<file path="config.mk">
export PLATFORM = sky130hd
export DESIGN_NAME = qrg_direction
export DESIGN_NICKNAME = d
export VERILOG_FILES = /design/src/rtl/assert_macros.svh /design/src/rtl/qrg_pkg.sv /design/src/rtl/qrg_direction.sv
export SDC_FILE = /design/constraint.sdc
export NUM_CORES = 2
export LEC_CHECK = 0
export BUFFER_PORTS_ARGS = -buffer_cell sky130_fd_sc_hd__buf_4
export CAP_MARGIN = 20
export CORE_MARGIN = 2
export CORE_UTILIZATION = 59
export DETAILED_ROUTE_END_ITERATION = 8
export PLACE_DENSITY = 0.76
export SYNTH_ARGS = -nofsm -noshare
export SYNTH_HDL_FRONTEND = slang
export SYNTH_SLANG_ARGS = --single-unit
</file>
<file path="constraint.sdc">
create_clock -name vclk -period 18.13
set_input_delay 3.626 -clock vclk [all_inputs]
set_output_delay 3.626 -clock vclk [all_outputs]
set_load 0.01 [all_outputs]
</file>
<file path="src/rtl/assert_macros.svh">
// ----------------------------------------------------------------------------
// assert_macros.svh
// Clocked assertion helpers, disabled while reset is held.
// ----------------------------------------------------------------------------
`ifndef ASSERT_MACROS_SVH
`define ASSERT_MACROS_SVH

// property must hold at every clock edge outside reset
`define QRG_ASSERT(lbl, prop, msg) \
    lbl: assert property (@(posedge i_clk) disable iff (!i_rst_n) prop) \
        else $error(msg);

// condition must never be true at a clock edge outside reset
`define QRG_NEVER(lbl, cond, msg) \
    lbl: assert property (@(posedge i_clk) disable iff (!i_rst_n) !(cond)) \
        else $error(msg);

`endif

</file>
<file path="src/rtl/qrg_pkg.sv">
// ----------------------------------------------------------------------------
// qrg_pkg
// Shared types and constants of the qubit rotation gate update.
// ----------------------------------------------------------------------------
package qrg_pkg;

    localparam int ANGLE_STEPS_DEF   = 100;
    localparam int AMP_FRAC_BITS_DEF = 14;

    localparam int AMP_W       = 16;
    localparam int PHASE_W     = 7;
    localparam int PHASE_DEPTH = 1 << PHASE_W;
    localparam int TRIG_BITS   = 28;
    localparam int TRIG_W      = 32;

    localparam bit [63:0] PI_Q28 = 64'd843314857;

    typedef logic signed [AMP_W-1:0]  t_amp;
    typedef logic        [PHASE_W-1:0] t_phase;

    typedef struct packed {
        logic signed [TRIG_W-1:0] sin_v;
        logic signed [TRIG_W-1:0] cos_v;
    } t_trig;

endpackage

</file>
<file path="src/rtl/qrg_direction.sv">
// ----------------------------------------------------------------------------
// qrg_direction
// Picks the rotation direction from the current and best qubit angles by
// sign-aware cross-multiplication; a zero amplitude defers to the random bit.
// ----------------------------------------------------------------------------
module qrg_direction (
    input  qrg_pkg::t_amp i_amp_a,
    input  qrg_pkg::t_amp i_amp_b,
    input  qrg_pkg::t_amp i_best_amp_a,
    input  qrg_pkg::t_amp i_best_amp_b,
    input  logic          i_random_direction,
    output logic          o_positive,
    output logic          o_degenerate
);
    import qrg_pkg::*;

    logic signed [2*AMP_W-1:0] w_prod_cur;
    logic signed [2*AMP_W-1:0] w_prod_best;
    logic signed [2*AMP_W:0]   w_num;
    logic                      w_a_pos;
    logic                      w_b_pos;
    logic                      w_ba_pos;
    logic                      w_bb_pos;
    logic                      w_xi_pos;
    logic                      w_xib_pos;
    logic                      w_same_a;
    logic                      w_cmp;

    assign w_prod_cur  = i_best_amp_b * i_amp_a;
    assign w_prod_best = i_amp_b * i_best_amp_a;
    assign w_num       = (2*AMP_W+1)'(w_prod_cur) - (2*AMP_W+1)'(w_prod_best);

    assign o_degenerate = (i_amp_a == '0) || (i_amp_b == '0) ||
                          (i_best_amp_a == '0) || (i_best_amp_b == '0);

    assign w_a_pos   = !i_amp_a[AMP_W-1];
    assign w_b_pos   = !i_amp_b[AMP_W-1];
    assign w_ba_pos  = !i_best_amp_a[AMP_W-1];
    assign w_bb_pos  = !i_best_amp_b[AMP_W-1];
    assign w_xi_pos  = (w_a_pos == w_b_pos);
    assign w_xib_pos = (w_ba_pos == w_bb_pos);
    assign w_same_a  = (w_a_pos == w_ba_pos);

    always_comb begin
        if (w_same_a) begin
            w_cmp = !w_num[2*AMP_W];
        end else begin
            w_cmp = w_num[2*AMP_W] || (w_num == '0);
        end
    end

    always_comb begin
        if (o_degenerate) begin
            o_positive = i_random_direction;
        end else if (w_xi_pos == w_xib_pos) begin
            o_positive = w_cmp;
        end else if (w_xib_pos) begin
            o_positive = w_same_a;
        end else begin
            o_positive = !w_same_a;
        end
    end

endmodule

</file>
---- Word level (Yosys, flattened, before mapping) ----
Cells that the tools add are included.
storage, ports and cells
  register bits ........................... 0
  input bits .............................. 65
  output and inout bits ................... 2
  word-level logic and storage cells ...... 26
cells by class
  $add $sub $neg .......................... 1
  $mul .................................... 2
  equal/unequal tests ..................... 4
  muxes and demuxes ....................... 4
  reduce and logical (&&, ||, !) cells .... 15
operators with widths
  cell                                            number
  16-bit logical NOT                              4
  16-bit by 16-bit multiplier with 32-bit output  2
  33-bit logical NOT                              1
  32-bit by 32-bit subtractor with 33-bit output  1
  1-bit logical NOT                               6
  1-bit equality test                             4
  1-bit logical OR                                4
  1-bit two-way mux                               4

---- Depth between registers and ports, before layout ----
  depth after elaboration ................. 7
  depth in mapped cells ................... 30
  depth with buffers taken out ............ 28

---- Worst setup path after synthesis ----
Ideal clock, no wire load.
  kind .................................... in2out
  start ................................... input i_amp_b[15]
  end ..................................... output o_positive
  arrival time ............................ 11.078 ns
  required time ........................... 14.504 ns
  setup slack ............................. 3.426 ns
  stages on the path ...................... 25
  buffers on the path ..................... 2
  cell sequence ........................... buf_2 > clkbuf_1 > nand2_1 > inv_1 > fa_1 > fa_1 > fa_1 > inv_1 > fa_1 > fa_1 > fa_1 > fa_1 > inv_1 > fa_1 > inv_1 > ha_1 > and3_4 > a221o_1 > a21oi_2 > o2111ai_1 > a21o_1 > a211oi_2 > mux2i_1 > a31oi_1 > o32ai_1
on the way
  cells in the longest elaborated chain, start to end .. 7
  elaborated cells between the ends (all ways) .. 15
  classes of those cells .................. add/sub: 1; mul: 1; eq/ne: 2; mux: 3; reduce/logical: 8
RTL lines
  what                                            RTL line             source
  start: declaration                              qrg_direction.sv:8   input qrg_pkg::t_amp i_amp_b,
  16-bit by 16-bit multiplier with 32-bit output  qrg_direction.sv:30  assign w_prod_best = i_amp_b * i_best_amp_a;
  32-bit by 32-bit subtractor with 33-bit output  qrg_direction.sv:31  assign w_num = (2*AMP_W+1)'(w_prod_cur) - (2*AMP_W+1)'(w_prod_best);
  33-bit logical NOT                              qrg_direction.sv:48  w_cmp = w_num[2*AMP_W] || (w_num == '0);
  1-bit logical OR                                qrg_direction.sv:48
  1-bit two-way mux                               qrg_direction.sv:45  if (w_same_a) begin
  1-bit two-way mux                               qrg_direction.sv:55  end else if (w_xi_pos == w_xib_pos) begin
  1-bit two-way mux *                             qrg_direction.sv:53  if (o_degenerate) begin
  end: declaration                                qrg_direction.sv:12  output logic o_positive,
Every way passes the cells marked *; elsewhere a longest branch is shown, timed or not.

---- Worst setup path in the final report ----
  start ................................... input i_best_amp_a[0]
  end ..................................... output o_positive
on the way
  cells in the longest elaborated chain, start to end .. 7
  elaborated cells between the ends (all ways) .. 11
  classes of those cells .................. add/sub: 1; mul: 1; mux: 3; reduce/logical: 6
RTL lines
  what                                            RTL line             source
  start: declaration                              qrg_direction.sv:9   input qrg_pkg::t_amp i_best_amp_a,
  16-bit by 16-bit multiplier with 32-bit output  qrg_direction.sv:30
  32-bit by 32-bit subtractor with 33-bit output  qrg_direction.sv:31
  33-bit logical NOT                              qrg_direction.sv:48
  1-bit logical OR                                qrg_direction.sv:48
  1-bit two-way mux                               qrg_direction.sv:45
  1-bit two-way mux                               qrg_direction.sv:55
  1-bit two-way mux *                             qrg_direction.sv:53
Marks and branches as above.

==> summary.txt <==
Routing
  – Residual DRC: 0
  – WL met2: 30.1 mm
  – WL met1: slightly below 20 mm
  – Final WL: approximately 54 mm
  – Top Metal Used: met4
  – WL/cell: between 20 and 25 microns
  – Via count: approximately 15,000
  – DRT iter0 DRCs: between 800 and 900
  – Met3 routed WL: 1.54 mm
  – Detailed Routing Iterations Pass 1: 5
  – Vias per std cell: roughly 5.4
  – Final ANT Viol Nets: 0

Global route
  – Vias in the first global route: roughly 17,000
  – Grt total ovfl: 0
  – Pin count of the biggest net entering global routing: 20
  – Tot GR Track Use: between 30% and 40%
  – First-pass GRT wire length: slightly below 90 mm
  – Initial antenna violation count: 0

Synthesis
  – Synth top area cells: fa_1 57%, inv_1 11%, ha_1 9.7%
  – Top cell type's share of synthesized area: 56.7%
  – Mapped Nets: 3,035
  – Post-Syn Area per Cell: approximately 9.4 sq um
  – Number of library cell types mapped by synthesis: between 50 and 60
  – Synth warn: 0
  – Register area share after synthesis: 0%
  – Synth area leader: fa_1
  – Mapped Cells: ~2,200
  – List of most frequent post-synthesis cells: 634 x inv_1, 589 x fa_1, 273 x and2_1, 238 x nand2_1, 162 x ha_1
  – Synthesized area: 20,800 sq um
  – Top-count cell post-synth: inv_1

Worst setup path
  – CP dominant cell by count: fa_1
  – Max stage delay on crit path: about 660 ps
  – Crit start category: input pin
  – Critical Path Fanout Max: 17
  – Data arrival time of the worst path: approximately 12,000 ps
  – Crit. End Element: primary output
  – CP required: around 15,000 ps
  – CP Class: input pin to primary output
  – Slowest stage cell, crit path: inv_1

Clock network
  – Number of hold buffers added after CTS: 0
  – Post CTS Setup Buffer Count: 0
  – Post-cts sizing count: 0

Floorplan
  – Die H: ~190 microns
  – Die area: 36,800 sq um
  – Number of core rows: about 70
  – Core ar.: ~35,000 sq um
  – Starting Density: about three fifths
  – Top Ports: 67
  – Die W: ~190 microns

STA
  – Minimum clock period: ~15,000 ps
  – Finish-stage setup viols: 0
  – RSZ-0062 raised after global routing: no
  – Final period util: roughly 85%
  – TNS Setup: 0 ps
  – Max Transition Viols Final: 0
  – Worst rel slew slack: between 40% and 50%
  – Hold Violations, Final: 0
  – Maximum clock rate: about 65 MHz
  – Worst Max-Slew Pin Slew: ~840 ps

Layout
  – Reg area: 0 sq um
  – Num sequential: 0
  – # diodes: 0
  – Layout cell share with drive strength beyond 1: around 3.7%
  – Nets: between 3,000 and 4,000
  – CLK BUF: 0
  – Area Overhead vs Synth: 3.73%

Placement
  – Port Buffers: 67
  – GPL Wtd Cong: 0.990
  – Detailed placement HPWL: around 46 mm

Run status
  – Status: completed

Job
  – Max_cap viols: 0

Worst hold path
  – Worst hold-check path type: input pin to primary output
-- worst max-delay path: cells and delay by family --
family	cells	cell delay [ps]
buffers and inverters	6	1250
adders and majority gates	9	4370
muxes	1	220
and+or+nand+nor	2	430
AOI/OAI and AO/OA	7	1800
-- cell type report --
cell class,instances,area (sq um)
Multi-Input combinational cell,1509,18100
Fill cell,2907,13000
Inverter,634,2380
Tap cell,455,569
Timing Repair Buffer,67,503
-- per-layer routing --
metal,track usage (%),vias to the layer above
met3,0.914,108
met5,0,-
met2,60.8,385
met4,12.4,0
met1,37.4,7682
li1,-,6349
-- path summary, 6_finish.rpt --
kind	startpoint	endpoint	depth (start not counted)
max	i_best_amp_a[0]	o_positive	25
min	i_random_direction	o_positive	4
-- cells by family after synthesis --
kind of cell / after synthesis / synth area share, %
buf+inv: 710 / 12.9
xor+xnor: 39 / 1.68
simple gates: 622 / 15.8
compound gates: 95 / 3.19
fa+ha+maj: 751 / 66.4
mux: 2 / 0.0962
-- cells in the final DEF (no fill, tap or decap), drive strengths merged, types with 19 or more instances in the layout --
master and n:
a21oi 25, and2 273, buf 67, fa 589
ha 162, inv 634, nand2 238, nor2b 20
nor4 23, o21ai 19, xnor2 29
-- through the flow --
stage	util [%]	area (sq um)	setup slack (ps)	std cells	hold slack [ps]
after global routing	62.3	21600	2390	2665	7800
after CTS	62.3	21600	2800	2665	7770
after detailed placement	62.3	21600	2800	2665	7770
after global placement	62.3	21600	2990	2665	7770
after floorplan	-	20800	3430	2219	7460
final	62.3	21600	2780	2665	7780
Power is not shown: default switching activity piles up to over one toggle a cycle in this logic, so the estimate is an artifact.
